[config.mk]
export PLATFORM = sky130hd
export DESIGN_NAME = midi_file_track_event_parser_core
export DESIGN_NICKNAME = d
export VERILOG_FILES = /design/src/mfp_pkg.sv /design/src/mfp_front.sv /design/src/mfp_queue.sv /design/src/mfp_back.sv /design/src/midi_file_track_event_parser_core.sv
export SDC_FILE = /design/constraint.sdc
export NUM_CORES = 1
export LEC_CHECK = 0
export BUFFER_PORTS_ARGS = -buffer_cell sky130_fd_sc_hd__buf_2
export CAP_MARGIN = 40
export CORE_ASPECT_RATIO = 1.75
export CORE_UTILIZATION = 44
export DETAILED_ROUTE_END_ITERATION = 16
export MAX_ROUTING_LAYER = met4
export PLACE_DENSITY_LB_ADDON = 0.25
export SLEW_MARGIN = 10
export SYNTH_ARGS = -nofsm -noshare
export SYNTH_HDL_FRONTEND = slang
export SYNTH_SLANG_ARGS = --single-unit
[constraint.sdc]
create_clock -name clk -period 8.3 [get_ports clk]
set_input_delay 1.245 -clock clk [delete_from_list [all_inputs] [get_ports clk]]
set_output_delay 1.245 -clock clk [all_outputs]
set_load 0.01 [all_outputs]
[src/mfp_pkg.sv]
// Shared types, codes and helper functions of the MIDI file track parser.
`timescale 1ns / 1ps

package mfp_pkg;

  localparam logic [2:0] KIND_MIDI  = 3'd0;
  localparam logic [2:0] KIND_DELTA = 3'd1;
  localparam logic [2:0] KIND_TEMPO = 3'd2;
  localparam logic [2:0] KIND_END   = 3'd3;
  localparam logic [2:0] KIND_ERROR = 3'd4;

  localparam logic [2:0] ERR_NONE      = 3'd0;
  localparam logic [2:0] ERR_NO_STATUS = 3'd1;
  localparam logic [2:0] ERR_BAD_TYPE  = 3'd2;
  localparam logic [2:0] ERR_VARLEN    = 3'd3;
  localparam logic [2:0] ERR_TRUNC     = 3'd4;

  localparam logic [7:0] BYTE_SYSEX   = 8'hF0;
  localparam logic [7:0] BYTE_RAW     = 8'hF7;
  localparam logic [7:0] BYTE_META    = 8'hFF;
  localparam logic [7:0] META_EOT     = 8'h2F;
  localparam logic [7:0] META_TEMPO   = 8'h51;

  localparam int QUEUE_DEPTH = 4;

  typedef struct packed {
    logic [2:0]  kind;
    logic [27:0] value;
    logic [2:0]  err;
  } res_t;

  // All results caused by one input byte.
  typedef struct packed {
    logic [1:0]     cnt;
    res_t [2:0]     slot;
  } bundle_t;

  // Number of data bytes of a voice message, by status bits 6:4.
  function automatic logic [1:0] voice_data_len(input logic [2:0] hi);
    logic [1:0] len;
    unique case (hi)
      3'd4, 3'd5: len = 2'd1;
      3'd7:       len = 2'd0;
      default:    len = 2'd2;
    endcase
    return len;
  endfunction

  function automatic res_t mk_res(input logic [2:0] kind, input logic [27:0] value,
                                  input logic [2:0] err);
    res_t r;
    r.kind  = kind;
    r.value = value;
    r.err   = err;
    return r;
  endfunction

endpackage

[src/mfp_front.sv]
// Front end: byte parser state machine, one result bundle per accepted byte that yields results.
`timescale 1ns / 1ps

module mfp_front #(
  parameter int VARLEN_MAX_BYTES = 4
) (
  input  logic                 clk,
  input  logic                 rst,
  input  logic                 cfg_we,
  input  logic [31:0]          cfg_len,
  input  logic                 push,
  input  logic [7:0]           data_byte,
  input  logic                 q_full,
  output logic                 q_push,
  output mfp_pkg::bundle_t     q_data
);

  localparam int VB_W = $clog2(VARLEN_MAX_BYTES + 1);

  typedef enum logic [11:0] {
    PH_DELTA     = 12'b0000_0000_0001,
    PH_EVENT     = 12'b0000_0000_0010,
    PH_META_TYPE = 12'b0000_0000_0100,
    PH_META_LEN  = 12'b0000_0000_1000,
    PH_META_SKIP = 12'b0000_0001_0000,
    PH_TEMPO     = 12'b0000_0010_0000,
    PH_SYSEX_LEN = 12'b0000_0100_0000,
    PH_RAW_LEN   = 12'b0000_1000_0000,
    PH_FORWARD   = 12'b0001_0000_0000,
    PH_VOICE_D1  = 12'b0010_0000_0000,
    PH_VOICE_D2  = 12'b0100_0000_0000,
    PH_DONE      = 12'b1000_0000_0000
  } phase_t;

  phase_t      phase, phase_next;
  logic [7:0]  running_status, running_status_next;
  logic [27:0] varlen_accum, varlen_accum_next;
  logic [VB_W-1:0] varlen_bytes, varlen_bytes_next;
  logic [31:0] chunk_left, chunk_left_next;
  logic [27:0] event_left, event_left_next;
  logic [23:0] tempo_accum, tempo_accum_next;
  logic [1:0]  tempo_bytes, tempo_bytes_next;
  logic [7:0]  meta_kind, meta_kind_next;

  logic            active, complete, do_voice;
  logic [2:0]      err;
  logic [1:0]      n;
  logic [31:0]     left_dec;
  logic [27:0]     vl_acc;
  logic [VB_W-1:0] vl_inc;
  logic            vl_long;
  mfp_pkg::bundle_t bnd;

  always_comb begin
    phase_next          = phase;
    running_status_next = running_status;
    varlen_accum_next   = varlen_accum;
    varlen_bytes_next   = varlen_bytes;
    chunk_left_next     = chunk_left;
    event_left_next     = event_left;
    tempo_accum_next    = tempo_accum;
    tempo_bytes_next    = tempo_bytes;
    meta_kind_next      = meta_kind;
    bnd       = '0;
    n         = 2'd0;
    err       = mfp_pkg::ERR_NONE;
    complete  = 1'b0;
    do_voice  = 1'b0;
    left_dec  = chunk_left - 32'd1;
    vl_acc    = {varlen_accum[20:0], data_byte[6:0]};
    vl_inc    = varlen_bytes + VB_W'(1);
    vl_long   = data_byte[7] && (32'(vl_inc) >= 32'(VARLEN_MAX_BYTES));
    active    = push && !q_full && (phase != PH_DONE) && (chunk_left != 32'd0);

    if (active) begin
      chunk_left_next = left_dec;
      unique case (phase)
        PH_DELTA: begin
          varlen_accum_next = vl_acc;
          if (!data_byte[7]) begin
            bnd.slot[n] = mfp_pkg::mk_res(mfp_pkg::KIND_DELTA, vl_acc, mfp_pkg::ERR_NONE);
            n = n + 2'd1;
            varlen_accum_next = '0;
            varlen_bytes_next = '0;
            phase_next = PH_EVENT;
          end else begin
            varlen_bytes_next = vl_inc;
            if (vl_long) err = mfp_pkg::ERR_VARLEN;
          end
        end
        PH_EVENT: begin
          if (data_byte == mfp_pkg::BYTE_META) begin
            phase_next = PH_META_TYPE;
          end else if (data_byte == mfp_pkg::BYTE_RAW) begin
            varlen_accum_next = '0;
            varlen_bytes_next = '0;
            phase_next = PH_RAW_LEN;
          end else if (data_byte == mfp_pkg::BYTE_SYSEX) begin
            varlen_accum_next = '0;
            varlen_bytes_next = '0;
            phase_next = PH_SYSEX_LEN;
          end else if (data_byte < mfp_pkg::BYTE_SYSEX) begin
            if (data_byte[7]) begin
              running_status_next = data_byte;
              phase_next = PH_VOICE_D1;
            end else if (running_status == 8'd0) begin
              err = mfp_pkg::ERR_NO_STATUS;
            end else begin
              do_voice = 1'b1;
            end
          end else begin
            err = mfp_pkg::ERR_BAD_TYPE;
          end
        end
        PH_VOICE_D1: do_voice = 1'b1;
        PH_VOICE_D2: begin
          bnd.slot[n] = mfp_pkg::mk_res(mfp_pkg::KIND_MIDI, {20'd0, data_byte},
                                        mfp_pkg::ERR_NONE);
          n = n + 2'd1;
          complete = 1'b1;
        end
        PH_META_TYPE: begin
          meta_kind_next    = data_byte;
          varlen_accum_next = '0;
          varlen_bytes_next = '0;
          phase_next        = PH_META_LEN;
        end
        PH_META_LEN: begin
          varlen_accum_next = vl_acc;
          if (data_byte[7]) begin
            varlen_bytes_next = vl_inc;
            if (vl_long) err = mfp_pkg::ERR_VARLEN;
          end else begin
            running_status_next = 8'd0;
            if (meta_kind == mfp_pkg::META_EOT) begin
              bnd.slot[n] = mfp_pkg::mk_res(mfp_pkg::KIND_END, 28'd0, mfp_pkg::ERR_NONE);
              n = n + 2'd1;
              phase_next = PH_DONE;
            end else if (meta_kind == mfp_pkg::META_TEMPO) begin
              if (left_dec < 32'd3) begin
                err = mfp_pkg::ERR_TRUNC;
              end else begin
                tempo_accum_next = '0;
                tempo_bytes_next = '0;
                phase_next       = PH_TEMPO;
              end
            end else if ({4'd0, vl_acc} > left_dec) begin
              err = mfp_pkg::ERR_TRUNC;
            end else if (vl_acc == 28'd0) begin
              complete = 1'b1;
            end else begin
              event_left_next = vl_acc;
              phase_next      = PH_META_SKIP;
            end
          end
        end
        PH_META_SKIP: begin
          event_left_next = event_left - 28'd1;
          if (event_left == 28'd1) complete = 1'b1;
        end
        PH_TEMPO: begin
          tempo_accum_next = {tempo_accum[15:0], data_byte};
          if (tempo_bytes >= 2'd2) begin
            bnd.slot[n] = mfp_pkg::mk_res(mfp_pkg::KIND_TEMPO, {4'd0, tempo_accum_next},
                                          mfp_pkg::ERR_NONE);
            n = n + 2'd1;
            complete = 1'b1;
          end else begin
            tempo_bytes_next = tempo_bytes + 2'd1;
          end
        end
        PH_SYSEX_LEN, PH_RAW_LEN: begin
          varlen_accum_next = vl_acc;
          if (data_byte[7]) begin
            varlen_bytes_next = vl_inc;
            if (vl_long) err = mfp_pkg::ERR_VARLEN;
          end else begin
            running_status_next = 8'd0;
            if (phase == PH_SYSEX_LEN) begin
              bnd.slot[n] = mfp_pkg::mk_res(mfp_pkg::KIND_MIDI, {20'd0, mfp_pkg::BYTE_SYSEX},
                                            mfp_pkg::ERR_NONE);
              n = n + 2'd1;
            end
            if ({4'd0, vl_acc} > left_dec) begin
              err = mfp_pkg::ERR_TRUNC;
            end else if (vl_acc == 28'd0) begin
              complete = 1'b1;
            end else begin
              event_left_next = vl_acc;
              phase_next      = PH_FORWARD;
            end
          end
        end
        PH_FORWARD: begin
          bnd.slot[n] = mfp_pkg::mk_res(mfp_pkg::KIND_MIDI, {20'd0, data_byte},
                                        mfp_pkg::ERR_NONE);
          n = n + 2'd1;
          event_left_next = event_left - 28'd1;
          if (event_left == 28'd1) complete = 1'b1;
        end
        default: phase_next = PH_DONE;
      endcase

      if (do_voice) begin
        bnd.slot[n] = mfp_pkg::mk_res(mfp_pkg::KIND_MIDI, {20'd0, running_status_next},
                                      mfp_pkg::ERR_NONE);
        n = n + 2'd1;
        bnd.slot[n] = mfp_pkg::mk_res(mfp_pkg::KIND_MIDI, {20'd0, data_byte},
                                      mfp_pkg::ERR_NONE);
        n = n + 2'd1;
        if (mfp_pkg::voice_data_len(running_status_next[6:4]) == 2'd2)
          phase_next = PH_VOICE_D2;
        else
          complete = 1'b1;
      end

      priority if (err != mfp_pkg::ERR_NONE) begin
        bnd.slot[n] = mfp_pkg::mk_res(mfp_pkg::KIND_ERROR, 28'd0, err);
        n = n + 2'd1;
        phase_next = PH_DONE;
      end else if (complete) begin
        varlen_accum_next = '0;
        varlen_bytes_next = '0;
        if (left_dec == 32'd0) begin
          bnd.slot[n] = mfp_pkg::mk_res(mfp_pkg::KIND_END, 28'd0, mfp_pkg::ERR_NONE);
          n = n + 2'd1;
          phase_next = PH_DONE;
        end else begin
          phase_next = PH_DELTA;
        end
      end else if (phase_next != PH_DONE && left_dec == 32'd0) begin
        bnd.slot[n] = mfp_pkg::mk_res(mfp_pkg::KIND_ERROR, 28'd0, mfp_pkg::ERR_TRUNC);
        n = n + 2'd1;
        phase_next = PH_DONE;
      end else begin
        phase_next = phase_next;
      end
    end
    bnd.cnt = n;
  end

  assign q_push = active && (n != 2'd0);
  assign q_data = bnd;

  always_ff @(posedge clk) begin
    if (rst || cfg_we) begin
      phase          <= PH_DELTA;
      running_status <= '0;
      varlen_accum   <= '0;
      varlen_bytes   <= '0;
      chunk_left     <= rst ? 32'd0 : cfg_len;
      event_left     <= '0;
      tempo_accum    <= '0;
      tempo_bytes    <= '0;
      meta_kind      <= '0;
    end else begin
      phase          <= phase_next;
      running_status <= running_status_next;
      varlen_accum   <= varlen_accum_next;
      varlen_bytes   <= varlen_bytes_next;
      chunk_left     <= chunk_left_next;
      event_left     <= event_left_next;
      tempo_accum    <= tempo_accum_next;
      tempo_bytes    <= tempo_bytes_next;
      meta_kind      <= meta_kind_next;
    end
  end

endmodule

[src/mfp_queue.sv]
// Short bundle queue between the parser and the result sequencer.
`timescale 1ns / 1ps

module mfp_queue (
  input  logic             clk,
  input  logic             rst,
  input  logic             push,
  input  mfp_pkg::bundle_t wdata,
  output logic             full,
  input  logic             pop,
  output mfp_pkg::bundle_t rdata,
  output logic             empty
);

  localparam int PW = $clog2(mfp_pkg::QUEUE_DEPTH);
  localparam int CW = $clog2(mfp_pkg::QUEUE_DEPTH + 1);

  mfp_pkg::bundle_t mem [mfp_pkg::QUEUE_DEPTH];
  logic [PW-1:0] wptr, rptr;
  logic [CW-1:0] count;
  logic          do_push, do_pop;

  assign full    = (32'(count) == 32'(mfp_pkg::QUEUE_DEPTH));
  assign empty   = (count == '0);
  assign do_push = push && !full;
  assign do_pop  = pop && !empty;
  assign rdata   = mem[rptr];

  always_ff @(posedge clk) begin
    if (do_push) mem[wptr] <= wdata;
  end

  always_ff @(posedge clk) begin
    if (rst) begin
      wptr  <= '0;
      rptr  <= '0;
      count <= '0;
    end else begin
      if (do_push) wptr <= wptr + PW'(1);
      if (do_pop) rptr <= rptr + PW'(1);
      unique case ({do_push, do_pop})
        2'b10:   count <= count + CW'(1);
        2'b01:   count <= count - CW'(1);
        default: count <= count;
      endcase
    end
  end

endmodule

[src/mfp_back.sv]
// Back end: hands out the results of each bundle one transaction at a time.
`timescale 1ns / 1ps

module mfp_back (
  input  logic             clk,
  input  logic             rst,
  input  logic             q_empty,
  input  mfp_pkg::bundle_t q_data,
  output logic             q_pop,
  input  logic             pop,
  output logic             empty,
  output logic [2:0]       result_kind,
  output logic [27:0]      result_value,
  output logic [2:0]       error_code,
  output logic             last_of_run
);

  mfp_pkg::bundle_t cur;
  logic             cur_valid;
  logic [1:0]       idx;
  logic             take, finish;
  mfp_pkg::res_t    r;

  assign r            = cur.slot[idx];
  assign last_of_run  = (idx == cur.cnt - 2'd1);
  assign empty        = !cur_valid;
  assign take         = cur_valid && pop;
  assign finish       = take && last_of_run;
  assign q_pop        = (!cur_valid || finish) && !q_empty;
  assign result_kind  = r.kind;
  assign result_value = r.value;
  assign error_code   = r.err;

  always_ff @(posedge clk) begin
    if (q_pop) cur <= q_data;
  end

  always_ff @(posedge clk) begin
    if (rst) begin
      cur_valid <= 1'b0;
      idx       <= '0;
    end else begin
      priority if (q_pop) begin
        cur_valid <= 1'b1;
        idx       <= '0;
      end else if (finish) begin
        cur_valid <= 1'b0;
        idx       <= '0;
      end else if (take) begin
        idx <= idx + 2'd1;
      end else begin
        idx <= idx;
      end
    end
  end

endmodule

[src/midi_file_track_event_parser_core.sv]
// Top level of the MIDI file track parser: parser, bundle queue, result sequencer.
//
//   channel  direction  handshake             payload
//   input    in         push / full           data_byte
//   config   in         cfg_valid / cfg_ready track_length
//   result   out        empty / pop           result_kind, result_value, error_code,
//                                             last_of_run
//
// One byte is parsed per cycle while full is low; it yields zero to three results,
// which leave one per cycle while pop is held.
// A four-entry bundle queue decouples the parser from the result port.
// Synchronous reset clears all state; track_length 0 ignores every byte.
// full rises only when the bundle queue is full; a track_length write restarts parsing.
`timescale 1ns / 1ps

module midi_file_track_event_parser_core #(
  parameter int VARLEN_MAX_BYTES = 4
) (
  input  logic        clk,
  input  logic        rst,
  input  logic        push,
  output logic        full,
  input  logic [7:0]  data_byte,
  input  logic        cfg_valid,
  output logic        cfg_ready,
  input  logic [31:0] track_length,
  output logic        empty,
  input  logic        pop,
  output logic [2:0]  result_kind,
  output logic [27:0] result_value,
  output logic [2:0]  error_code,
  output logic        last_of_run
);

  mfp_pkg::bundle_t f_data, b_data;
  logic             f_push, q_full, q_empty, b_pop;

  assign cfg_ready = 1'b1;
  assign full      = q_full;

  mfp_front #(
    .VARLEN_MAX_BYTES(VARLEN_MAX_BYTES)
  ) u_front (
    .clk      (clk),
    .rst      (rst),
    .cfg_we   (cfg_valid && cfg_ready),
    .cfg_len  (track_length),
    .push     (push),
    .data_byte(data_byte),
    .q_full   (q_full),
    .q_push   (f_push),
    .q_data   (f_data)
  );

  mfp_queue u_queue (
    .clk  (clk),
    .rst  (rst),
    .push (f_push),
    .wdata(f_data),
    .full (q_full),
    .pop  (b_pop),
    .rdata(b_data),
    .empty(q_empty)
  );

  mfp_back u_back (
    .clk         (clk),
    .rst         (rst),
    .q_empty     (q_empty),
    .q_data      (b_data),
    .q_pop       (b_pop),
    .pop         (pop),
    .empty       (empty),
    .result_kind (result_kind),
    .result_value(result_value),
    .error_code  (error_code),
    .last_of_run (last_of_run)
  );

endmodule

== Word level (Yosys, flattened, before mapping) ==
Memory sizes are Yosys's and may differ from the RTL's. A register that Yosys moved wholly into a read port is not among the register bits.
Cells that the tools add are included.

* Output and inout bits: 38
* Bits in writable memories: 416
* Input bits: 45
* Word-level logic and storage cells: 274
* Memories: 1
* Bits in registers: 147

{| class="wikitable"
|+ Memories
! name !! words !! bits a word !! rd ports !! clocked after Yosys merged registers in !! wr ports !! line !! RTL
|-
| u_queue.mem || 4 || 104 || 1 || 1 || 1 || mfp_queue.sv:18 || <nowiki>mfp_pkg::bundle_t mem [mfp_pkg::QUEUE_DEPTH];</nowiki>
|}

* Add/subtract/negate cells: 13
* Eq/ne operators: 34
* Mux-type cells: 152
* Bitwise gates (word level): 6
* Magnitude comparators: 12
* Reduce and logical (&&, ||, !) cells: 42

{| class="wikitable"
|+ Operators with widths
! cell !! number
|-
| 2-to-1 mux 102 bit || 7
|-
| 2-to-1 mux 28 bit || 12
|-
| bitwise mux 102 bit || 3
|-
| 2-to-1 mux 12 bit || 22
|-
| 2-to-1 mux 34 bit || 7
|-
| demux 34 bit (select 2 bit) || 3
|-
| AND 96 bit || 2
|-
| inverter 96 bit || 2
|-
| one-hot mux 34 bit (5 select lines) || 1
|-
| 2-to-1 mux 32 bit || 4
|-
| one-hot mux 28 bit (4 select lines) || 1
|-
| one-hot mux 28 bit (3 select lines) || 1
|-
| one-hot mux 12 bit (6 select lines) || 1
|-
| binary-select mux 34 bit (select 2 bit) || 1
|-
| 2-to-1 mux 33 bit || 2
|-
| 2-to-1 mux 16 bit || 4
|-
| 2-to-1 mux 3 bit || 20
|-
| 2-to-1 mux 8 bit || 7
|-
| 2-to-1 mux 2 bit || 18
|-
| > comparator 28 x 32 -> 1 bit || 1
|-
| zero test 32 bit || 1
|-
| < comparator 32 x 2 -> 1 bit (second input constant) || 1
|-
| one-hot mux 16 bit (2 select lines) || 1
|-
| nonzero test 32 bit || 1
|-
| 57 further kinds || 136
|}

== Logic depth before layout (Yosys ltp) ==
Gate-level depths: netlist (run 1).

* Depth in word-level cells: 27
* Mapped depth: 24
* Gate-level depth less buffers: 22

== Modules after synthesis ==
Synthesis (run 1) repeated with hierarchy kept, for this count alone.

* Cells, all modules: 2093
* Area, all modules: 29291.8 um^2

{| class="wikitable"
|+ Modules (own cells, without submodules)
! module !! instances !! cells each !! sequential area each (um^2) !! area an instance (um^2)
|-
| mfp_queue || 1 || 598 || 12672.2 || 15494.9
|-
| mfp_front || 1 || 1253 || 2922.8 || 9750.6
|-
| mfp_back || 1 || 240 || 3183.1 || 4035.1
|-
| midi_file_track_event_parser_core || 1 || 2 || 0.0 || 11.3
|}

== Least setup slack after synthesis (run 1) ==
Ideal clock, no wire load.

* Path kind: register to register
* Start: register u_front.chunk_left[0]
* End: memory u_queue.mem[0][0] in the netlist's numbering (enable)
* Stages on the path, launching flop included: 19
* Required time: 7873 ps
* Arrival: 6217 ps
* Library setup time: 427 ps
* Path slack: 1656 ps
* Clock period less this slack: 6644 ps
* Path buffers: 2
* Cell sequence: edfxtp_1 inv_1 ha_1 or3b_2 buf_2 or4_1 buf_2 or4_1 and2_1 ha_1 nand4_1 nor4_1 o221ai_1 a31oi_1 and4b_1 o211a_1 nor3b_2 o221a_2 and2_1

* Word-level cells in the longest chain between the ends: 21
* Elaborated cells between the ends (all ways): 47
* Those cells by class: add/sub (1); order compare (2); eq/ne (1); mux (35); reduce/logical (8)

{| class="wikitable"
|+ Ends and longest elaborated chain
! item !! line !! RTL
|-
| from (decl) || mfp_front.sv:39 || <nowiki>logic [31:0] chunk_left, chunk_left_next;</nowiki>
|-
| from (signal assigned) || mfp_front.sv:251 || <nowiki>chunk_left <= rst ? 32'd0 : cfg_len;</nowiki>
|-
| from (signal assigned) || mfp_front.sv:261 || <nowiki>chunk_left <= chunk_left_next;</nowiki>
|-
| subtractor 32 x 1 -> 32 bit || mfp_front.sv:69 || <nowiki>left_dec = chunk_left - 32'd1;</nowiki>
|-
| > comparator 28 x 32 -> 1 bit or < comparator 32 x 2 -> 1 bit (tied branches) || mfp_front.sv:147, mfp_front.sv:184, mfp_front.sv:140 ||
|-
| 2-to-1 mux 12 bit (on tied branches) || mfp_front.sv:147, mfp_front.sv:140 ||
|-
| 2-to-1 mux 12 bit || mfp_front.sv:139 || <nowiki>end else if (meta_kind == mfp_pkg::META_TEMPO) begin</nowiki>
|-
| 2-to-1 mux 12 bit || mfp_front.sv:135 || <nowiki>if (meta_kind == mfp_pkg::META_EOT) begin</nowiki>
|-
| 2-to-1 mux 12 bit || mfp_front.sv:130 || <nowiki>if (data_byte[7]) begin</nowiki>
|-
| one-hot mux 12 bit (6 select lines) || mfp_front.sv:77 || <nowiki>unique case (phase)</nowiki>
|-
| 2-to-1 mux 12 bit || mfp_front.sv:211 || <nowiki>if (mfp_pkg::voice_data_len(running_status_next[6:4]) == 2'd2)</nowiki>
|-
| (+5 left out) || n/a ||
|-
| 2-to-1 mux 2 bit || mfp_front.sv:221 || <nowiki>end else if (complete) begin</nowiki>
|-
| 2-to-1 mux 2 bit || mfp_front.sv:217 || <nowiki>priority if (err != mfp_pkg::ERR_NONE) begin</nowiki>
|-
| 2-to-1 mux 2 bit || mfp_front.sv:75 || <nowiki>if (active) begin</nowiki>
|-
| nonzero test 2 bit || mfp_front.sv:242 || <nowiki>assign q_push = active && (n != 2'd0);</nowiki>
|-
| logical AND 1 bit * || mfp_front.sv:242 ||
|-
| logical AND 1 bit * || mfp_queue.sv:25 || <nowiki>assign do_push = push && !full;</nowiki>
|-
| 2-to-1 mux 1 bit * || mfp_queue.sv:30 || <nowiki>if (do_push) mem[wptr] <= wdata;</nowiki>
|-
| 2-to-1 mux 1 bit (not written as such) * || mfp_queue.sv:30 ||
|-
| to (decl) || mfp_queue.sv:18 ||
|}

Every way passes the cells marked *; elsewhere a longest branch is shown, timed or not. The select of a mux whose other input is x is not followed.

== Worst setup path in the final report (run 1) ==
* Start: register u_front.chunk_left[0]
* End: register u_queue.count[2]

* Word-level cells in the longest chain between the ends: 21
* Elaborated cells between the ends (all ways): 49
* Those cells by class: add/sub (1); order compare (2); eq/ne (3); mux (34); reduce/logical (9)

{| class="wikitable"
|+ Ends and longest elaborated chain
! item !! line !! RTL
|-
| subtractor 32 x 1 -> 32 bit || mfp_front.sv:69 ||
|-
| > comparator 28 x 32 -> 1 bit or < comparator 32 x 2 -> 1 bit (tied branches) || mfp_front.sv:147, mfp_front.sv:184, mfp_front.sv:140 ||
|-
| 2-to-1 mux 12 bit (on tied branches) || mfp_front.sv:147, mfp_front.sv:140 ||
|-
| 2-to-1 mux 12 bit || mfp_front.sv:139 ||
|-
| 2-to-1 mux 12 bit || mfp_front.sv:135 ||
|-
| 2-to-1 mux 12 bit || mfp_front.sv:130 ||
|-
| one-hot mux 12 bit (6 select lines) || mfp_front.sv:77 ||
|-
| 2-to-1 mux 12 bit || mfp_front.sv:211 ||
|-
| (+5 left out) || n/a ||
|-
| 2-to-1 mux 2 bit || mfp_front.sv:221 ||
|-
| 2-to-1 mux 2 bit || mfp_front.sv:217 ||
|-
| 2-to-1 mux 2 bit || mfp_front.sv:75 ||
|-
| nonzero test 2 bit || mfp_front.sv:242 ||
|-
| logical AND 1 bit * || mfp_front.sv:242 ||
|-
| logical AND 1 bit * || mfp_queue.sv:25 ||
|-
| == test 2 x 1 -> 1 bit or == test 2 bit (tied branches) || mfp_queue.sv:41 || <nowiki>unique case ({do_push, do_pop})</nowiki>
|-
| one-hot mux 3 bit (2 select lines) or nonzero test 2 bit (tied branches) || n/a ||
|-
| to (signal assigned) || mfp_queue.sv:42 || <nowiki>2'b10: count <= count + CW'(1);</nowiki>
|-
| to (signal assigned) || mfp_queue.sv:43 || <nowiki>2'b01: count <= count - CW'(1);</nowiki>
|-
| to (signal assigned) || mfp_queue.sv:44 || <nowiki>default: count <= count;</nowiki>
|-
| to (decl) || mfp_queue.sv:20 || <nowiki>logic [CW-1:0] count;</nowiki>
|}

Marks and branches as above.
A chain may end at the register's enable or synchronous reset.

==> results of run 1 <==
-- sequential cells by signal, indices dropped and copies added (netlist names), 2 cells and up --
name	cells
u_back.cur	62
u_back.idx	2
u_front.chunk_left	32
u_front.event_left	28
u_front.meta_kind	8
u_front.phase	12
u_front.running_status	8
u_front.tempo_accum	16
u_front.tempo_bytes	2
u_front.varlen_accum	21
u_front.varlen_bytes	3
u_queue.count	3
u_queue.mem	248
u_queue.rptr	2
u_queue.wptr	2
-- layer usage --
metal / wire [µm] / up-vias / share of wire
met5: 0 / - / 0
met4: 3087 / 0 / 0.055
met3: 2543 / 181 / 0.046
met2: 30020 / 478 / 0.54
met1: 20220 / 7222 / 0.36
li1: - / 6892 / -
-- metrics by stage --
stage	utilization	std cells	setup slack, ns	instance area (µm²)
2_1_floorplan	-	1807	1.656	21170
3_3_place_gp	0.4704	2397	1.636	22130
3_5_place_dp	0.4748	2409	1.472	22330
4_1_cts	0.5077	2487	1.450	23880
5_1_grt	0.5080	2490	1.128	23890
6_report	0.5080	2490	1.485	23890
-- power breakdown --
part | leakage (µW) | switching (µW) | internal (µW)
clock | 0.000748 | 868 | 1260
combinational | 0.00338 | 688 | 457
sequential | 0.00416 | 124 | 2750
-- cell type report --
cell class	instances	area, µm²	area share
diodes	1	2.502	0.0001047
clock buffers	50	1121	0.04692
clock inverters	28	429.2	0.01796
inverters	39	146.4	0.006127
multi-input cells	1210	8183	0.3425
flip-flops and latches	450	12440	0.5205
well taps	588	735.7	0.03079
repair buffers	124	839.6	0.03514
-- logic make-up (layout without fill, tap and decap cells) --
kind of cell,Yosys count,in the layout,synth area share
xor+xnor,41,41,0.01777
simple gates,653,653,0.1534
fa+ha+maj,44,44,0.02651
other cells,2,34,0.0003568
mux,81,81,0.07537
compound gates,358,358,0.1090
flops,450,450,0.5906
buf+inv,147,241,0.02699
-- Yosys cell counts, types with 7 or more instances --
master and count:
a31oi_1 8, xor2_1 16, xnor2_1 24, nor4_1 46, a21o_1 10, and2_1 37, clkbuf_1 86, ha_1 43
o31ai_1 13, or2_2 9, a22oi_1 24, or3_1 17, a211oi_1 9, nand4_1 19, or4_1 18, mux4_2 62
o21ai_0 83, buf_1 13, nand2b_1 11, and3_1 18, nand3_1 44, nor2_1 214, o21a_1 8, nand2_1 134
buf_2 7, a21oi_1 124, a22o_1 25, nor2b_1 11, mux2i_1 19, inv_1 39, dfxtp_1 108, edfxtp_1 342
nor3_1 40
-- final timing paths --
kind | endpoint | startpoint | depth (start not counted) | slack (ns)
worst max-delay path | u_queue.count[2] | u_front.chunk_left[0] | 22 | 1.48
worst min-delay path | u_front.tempo_accum[11] | u_front.tempo_accum[11] | 2 | 0.45
worst max register to register | u_queue.count[2] | u_front.chunk_left[0] | 22 | 1.48
worst min register to register | u_front.tempo_accum[11] | u_front.tempo_accum[11] | 2 | 0.45
-- layout by cell type, fill, tap and decap left out, types with 43 or more instances in the layout --
master,instances
edfxtp_1,342
nor2_1,214
nand2_1,134
a21oi_1,123
dfxtp_1,106
o21ai_0,83
buf_2,81
mux4_2,62
nor4_1,46
nand3_1,44
ha_1,43
-- worst max-delay path, delay by kind of cell (launching register included) --
family	cells	cell delay, ns
AOI/OAI and AO/OA	5	1.05
and+or+nand+nor	9	3.57
buffers and inverters	3	0.30
DFF	1	0.47
xor gates and xnor gates	1	0.16
adders and majority gates	4	1.17
==> summary.md, run 1 <==
| Metric | Value |
|---|---|
| Cell taking the most area after synthesis | edfxtp_1 |
| Total of max-cap violations | 0 |
| Type of the worst setup path | reg -> reg |
| Synth unique cells | 82 |
| Tmin final | 6.816 ns |
| Worst-Skew Late Latency | 0.58 ns |
| Initial DRC count | 1068 |
| Via density | 5.933 |
| CTS tree | yes |
| Power density cells | 257.2 nW/µm² |
| Number of synthesized register bits | 450 |
| Hold_ws | 0.4514 ns |
| Pleak | 0.008292 µW |
| Yosys warns | 0 |
| Clk_skew | 0.03046 ns |
| CP Data Required Time | 8.79 ns |
| Fin. Hold Viols | 0 |
| Setup TNS | 0 ns |
| Final Setup Violations | 0 |
| Synth Cell Area | 21050 µm² |
| Fillers | 4132 |
| ANT nets after route | 0 |
| Critical path arrival | 7.30 ns |
| Routed length per instance | 22.44 µm |
| Worst setup EP type | register |
| Vias in the first global route | 14780 |
| H-tree levels | 2 |
| Worst Setup Start Kind | register |
| Grt met3 use | 0.03168 |
| Maximum vdd drop | 193.6 µV |
| Synth top area share | 0.4879 |
| Initial Util | 0.4475 |
| Die height | 291.3 µm |
| Die area | 48750 µm² |
| Post-Syn Instances | 1776 |
| PortBufs | 81 |
| TritonCTS Buffers | 42 |
| M1 GR Usage | 0.2480 |
| Synth Flop Type | edfxtp_1 |
| Slowest CP cell | or4_1 |
| Slew HR | 0.3908 |
| Crit-path max cell delay | 0.71 ns |
| RSZ-0062 raised after global routing | false |
| # Post-CTS Setup Buffers | 0 |
| EDFF count, synth | 342 |
| GP Congestion | 0.9706 |
| Root Driver | clkbuf_16 |
| Proportion of layout cells with a drive suffix above 1 | 0.1510 |
| Synth async-reset ratio | 0 |
| IO Pins | 83 |
| DP HPWL | 39440 µm |
| Initial antenna violation count | 1 |
| Clock sinks | 450 |
| Core area | 47030 µm² |
| Most Crowded Layer GR | met2 |
| Area grow syn2layout | 13.52% |
| Hold Buf Count CTS | 0 |
| Final period utilization | 0.8211 |
| Status | finished, final reports clean |
| Pre-antenna DRT Iters | 5 |
| # nets final | 1956 |
| Clock Tree Buf Depth | 3 |
| Synth top area cells | edfxtp_1 (49%), dfxtp_1 (10%), mux4_2 (6.6%), nor2_1 (3.8%), a21oi_1 (2.9%) |
| Largest net degree at the start of global routing | 71 |
| Gr ovfl total | 0 |
| Horiz. Die Dim | 167.3 µm |
| Worst hold path type | reg -> reg |
| CP cell instances | inv_1 > ha_1 > or3b_2 > or4_1 > or4_1 > and2_1 > ha_1 > nand4_1 > nor4_1 > o221ai_1 > a31oi_1 > and4b_1 > o211a_1 > or2_2 > o221a_2 > inv_1 > ha_1 > inv_1 > fa_1 > xor2_1 > or3_1 > a21oi_1 |
| First-pass GRT wire length | 85950 µm |
| Post-CTS Resized | 0 |
| Routed WL | 55870 µm |
| Max-slew violation count | 0 |
| Mapped Avg Cell Area | 11.85 µm² |
| Row count | 105 |
| Crit-path max FO | 8 |
| Gr usage total | 0.2382 |
| Drc violations | 0 |
| Final total power | 6145 µW |
| M2 GR Usage | 0.4317 |
| Reg clk slew, reported paths | 0.06 ns |
| Routed vias | 14770 |
| Peak Freq | 146.7 MHz |
| Seq/Total Area, Yosys | 0.5906 |
| Worst-Margin Slew | 0.9054 ns |
Power figures use the tool's default switching activity.
==> inputs of run 2 (changes only) <==
==> constraint.sdc (replaced) <==
create_clock -name clk -period 6 [get_ports clk]
set_input_delay 0.9 -clock clk [delete_from_list [all_inputs] [get_ports clk]]
set_output_delay 0.9 -clock clk [all_outputs]
set_load 0.01 [all_outputs]
==> run 2 against run 1 <==
Power rose by 36%. Sequential cell count is the same. First-iteration DRC count down 14%. Sequential power increased by 38%. Clock-buffer cell count rose by 3. Clock skew down 0.0062 ns. Combinational power increased by 46%. Global-route usage grew 0.71 points. Worst hold slack barely moved. Critical path type unchanged. Largest cell class unchanged. Largest power group unchanged.
==> summary.md, run 2 (synthesis results as in run 1) <==
| Metric | Value |
|---|---|
| Initial Util | 0.4475 |
| Routed length per instance | 22.71 µm |
| Peak Freq | 175.2 MHz |
| Proportion of layout cells with a drive suffix above 1 | 0.1774 |
| Routed vias | 14960 |
| Placed instance area | 22590 µm² |
| Reg clk slew, reported paths | 0.07 ns |
| Critical path arrival | 6.22 ns |
| # nets final | 2000 |
| Hold_ws | 0.4513 ns |
| Slew HR | 0.4309 |
| Crit-path max cell delay | 0.56 ns |
| Number of flip-flops in the largest register | 248 |
| Total of max-cap violations | 0 |
| DP HPWL | 41410 µm |
| Initial antenna violation count | 1 |
| Crit-path max FO | 4 |
| First-pass GRT wire length | 87890 µm |
| Final Setup Violations | 0 |
| Worst hold path type | reg -> reg |
| Area grow syn2layout | 14.97% |
| Horiz. Die Dim | 167.3 µm |
| Worst-Margin Slew | 0.8458 ns |
| Pleak | 0.008483 µW |
| Core area | 47030 µm² |
| Final total power | 8376 µW |
| Top flop regs | u_queue.mem x248, u_back.cur x62, u_front.chunk_left x32 |
| Reg with most FFs | u_queue.mem |
| CP Data Required Time | 6.51 ns |
| PortBufs | 81 |
| ANT nets after route | 0 |
| Die area | 48750 µm² |
| Commonest non-fill, non-tap cell in the layout | edfxtp_1 |
| Clk_skew | 0.02428 ns |
| Routed WL | 57540 µm |
| Gr ovfl total | 0 |
| Clock sinks | 450 |
| CP cell instances | inv_2 > ha_1 > or3b_4 > or4_4 > or4_4 > and2_4 > ha_1 > nand4_1 > nor4_2 > buf_4 > nand4_1 > a31oi_1 > and4b_1 > o211a_1 > or2_4 > o221a_2 > inv_1 > ha_2 > inv_1 > fa_1 > xor2_1 > or3_1 > a21oi_2 |
| Fin. Hold Viols | 0 |
| Pre-antenna DRT Iters | 7 |
| Via density | 5.904 |
| Type of the worst setup path | reg -> reg |
| IO Pins | 83 |
| Max-slew violation count | 0 |
| Maximum vdd drop | 259.2 µV |
| Gr usage total | 0.2454 |
| Drc violations | 0 |
| Row count | 105 |
| Final core utilization | 0.5146 |
| Worst Setup Start Kind | register |
| Status | finished, final reports clean |
| Tmin final | 5.707 ns |
| Family with the most delay on the worst path | simple AND/OR/NAND/NOR gates |
| TritonCTS Buffers | 42 |
| Most frequent cells in the layout | edfxtp_1 (342), nor2_1 (213), nand2_1 (133) |
| Clock Tree Buf Depth | 3 |
| Slowest CP cell | or4_4 |
| Initial DRC count | 923 |
| Die height | 291.3 µm |
| GP Congestion | 1.001 |
| Power density cells | 346.1 nW/µm² |
| Worst path buffer plus inverter count | 4 |
| Design area | 24200 µm² |
| Root Driver | clkbuf_16 |
| Worst setup EP type | register |
| Worst-Skew Late Latency | 0.57 ns |
| H-tree levels | 2 |
| CTS tree | yes |
| Final period utilization | 0.9511 |
| Vias in the first global route | 15050 |
| Largest net degree at the start of global routing | 70 |
## run 2: cell count changes in the layout (fill, tap and decap cells not counted), moves of 5 or more
cell / previous run / this run
buf_4: 33 / 76
buf_12: 0 / 9
buf_16: 5 / 0
bufinv_16: 9 / 4
## run 2: worst paths after layout
check | from | to | slack [ns] | cells past startpoint
worst max register to register | u_front.chunk_left[0] | u_queue.count[2] | 0.29 | 23
worst min-delay path | u_front.tempo_accum[14] | u_front.tempo_accum[14] | 0.45 | 2
worst max-delay path | u_front.chunk_left[0] | u_queue.count[2] | 0.29 | 23
worst min register to register | u_front.tempo_accum[14] | u_front.tempo_accum[14] | 0.45 | 2
## run 2: area by class of cell
| type | instances | area [µm²] |
|---|---|---|
| diodes | 1 | 2.502 |
| clock buffers | 53 | 1145 |
| clock inverters | 25 | 286.5 |
| fillers | 4149 | 22830 |
| inverters | 39 | 146.4 |
| multi-input cells | 1210 | 8272 |
| flip-flops and latches | 450 | 12440 |
| well taps | 588 | 735.7 |
| repair buffers | 168 | 1176 |
## run 2: what timing repair did
action,4_1_cts,5_1_grt
hold buffers,0,0
pin swaps,1,7
gates resized for setup,5,16
endpoints found under the setup margin,1,2
gates cloned,0,0
setup buffers,0,12
## run 2: metrics by stage
| step | cells | worst slack (ns) | setup TNS, ns |
|---|---|---|---|
| after global placement | 2438 | 0.02584 | 0 |
| after floorplan | 1807 | 0.09486 | 0 |
| final | 2534 | 0.2931 | 0 |
| after CTS | 2520 | 0.04007 | 0 |
| after detailed placement | 2442 | -0.08859 | -0.08859 |
| after global routing | 2534 | -0.009663 | -0.009663 |
## run 2: worst register-to-register path, cell delays in order, from the launching register on
cell      delay (ns)
edfxtp_1        0.40
inv_2           0.07
ha_1            0.16
or3b_4          0.41
or4_4           0.56
or4_4           0.43
and2_4          0.18
ha_1            0.28
nand4_1         0.13
nor4_2          0.30
buf_4           0.18
nand4_1         0.09
a31oi_1         0.16
and4b_1         0.22
o211a_1         0.20
or2_4           0.27
o221a_2         0.26
inv_1           0.07
ha_2            0.18
inv_1           0.06
fa_1            0.43
xor2_1          0.16
or3_1           0.32
a21oi_2         0.12
## run 2: where the power goes
group | total [µW] | leakage (µW) | internal, µW | switching, µW
combinational | 1670 | 0.00362 | 674 | 991
sequential | 3970 | 0.00416 | 3800 | 167
clock | 2740 | 0.000697 | 1550 | 1190
## run 2: layer usage
layer	vias to the layer above	part of all wire	routed length [µm]	track usage
li1	6980	-	-	-
met1	7332	0.35	20330	0.2485
met2	452	0.54	30870	0.4420
met3	196	0.039	2254	0.02882
met4	0	0.071	4087	0.1611
met5	-	0	0	-
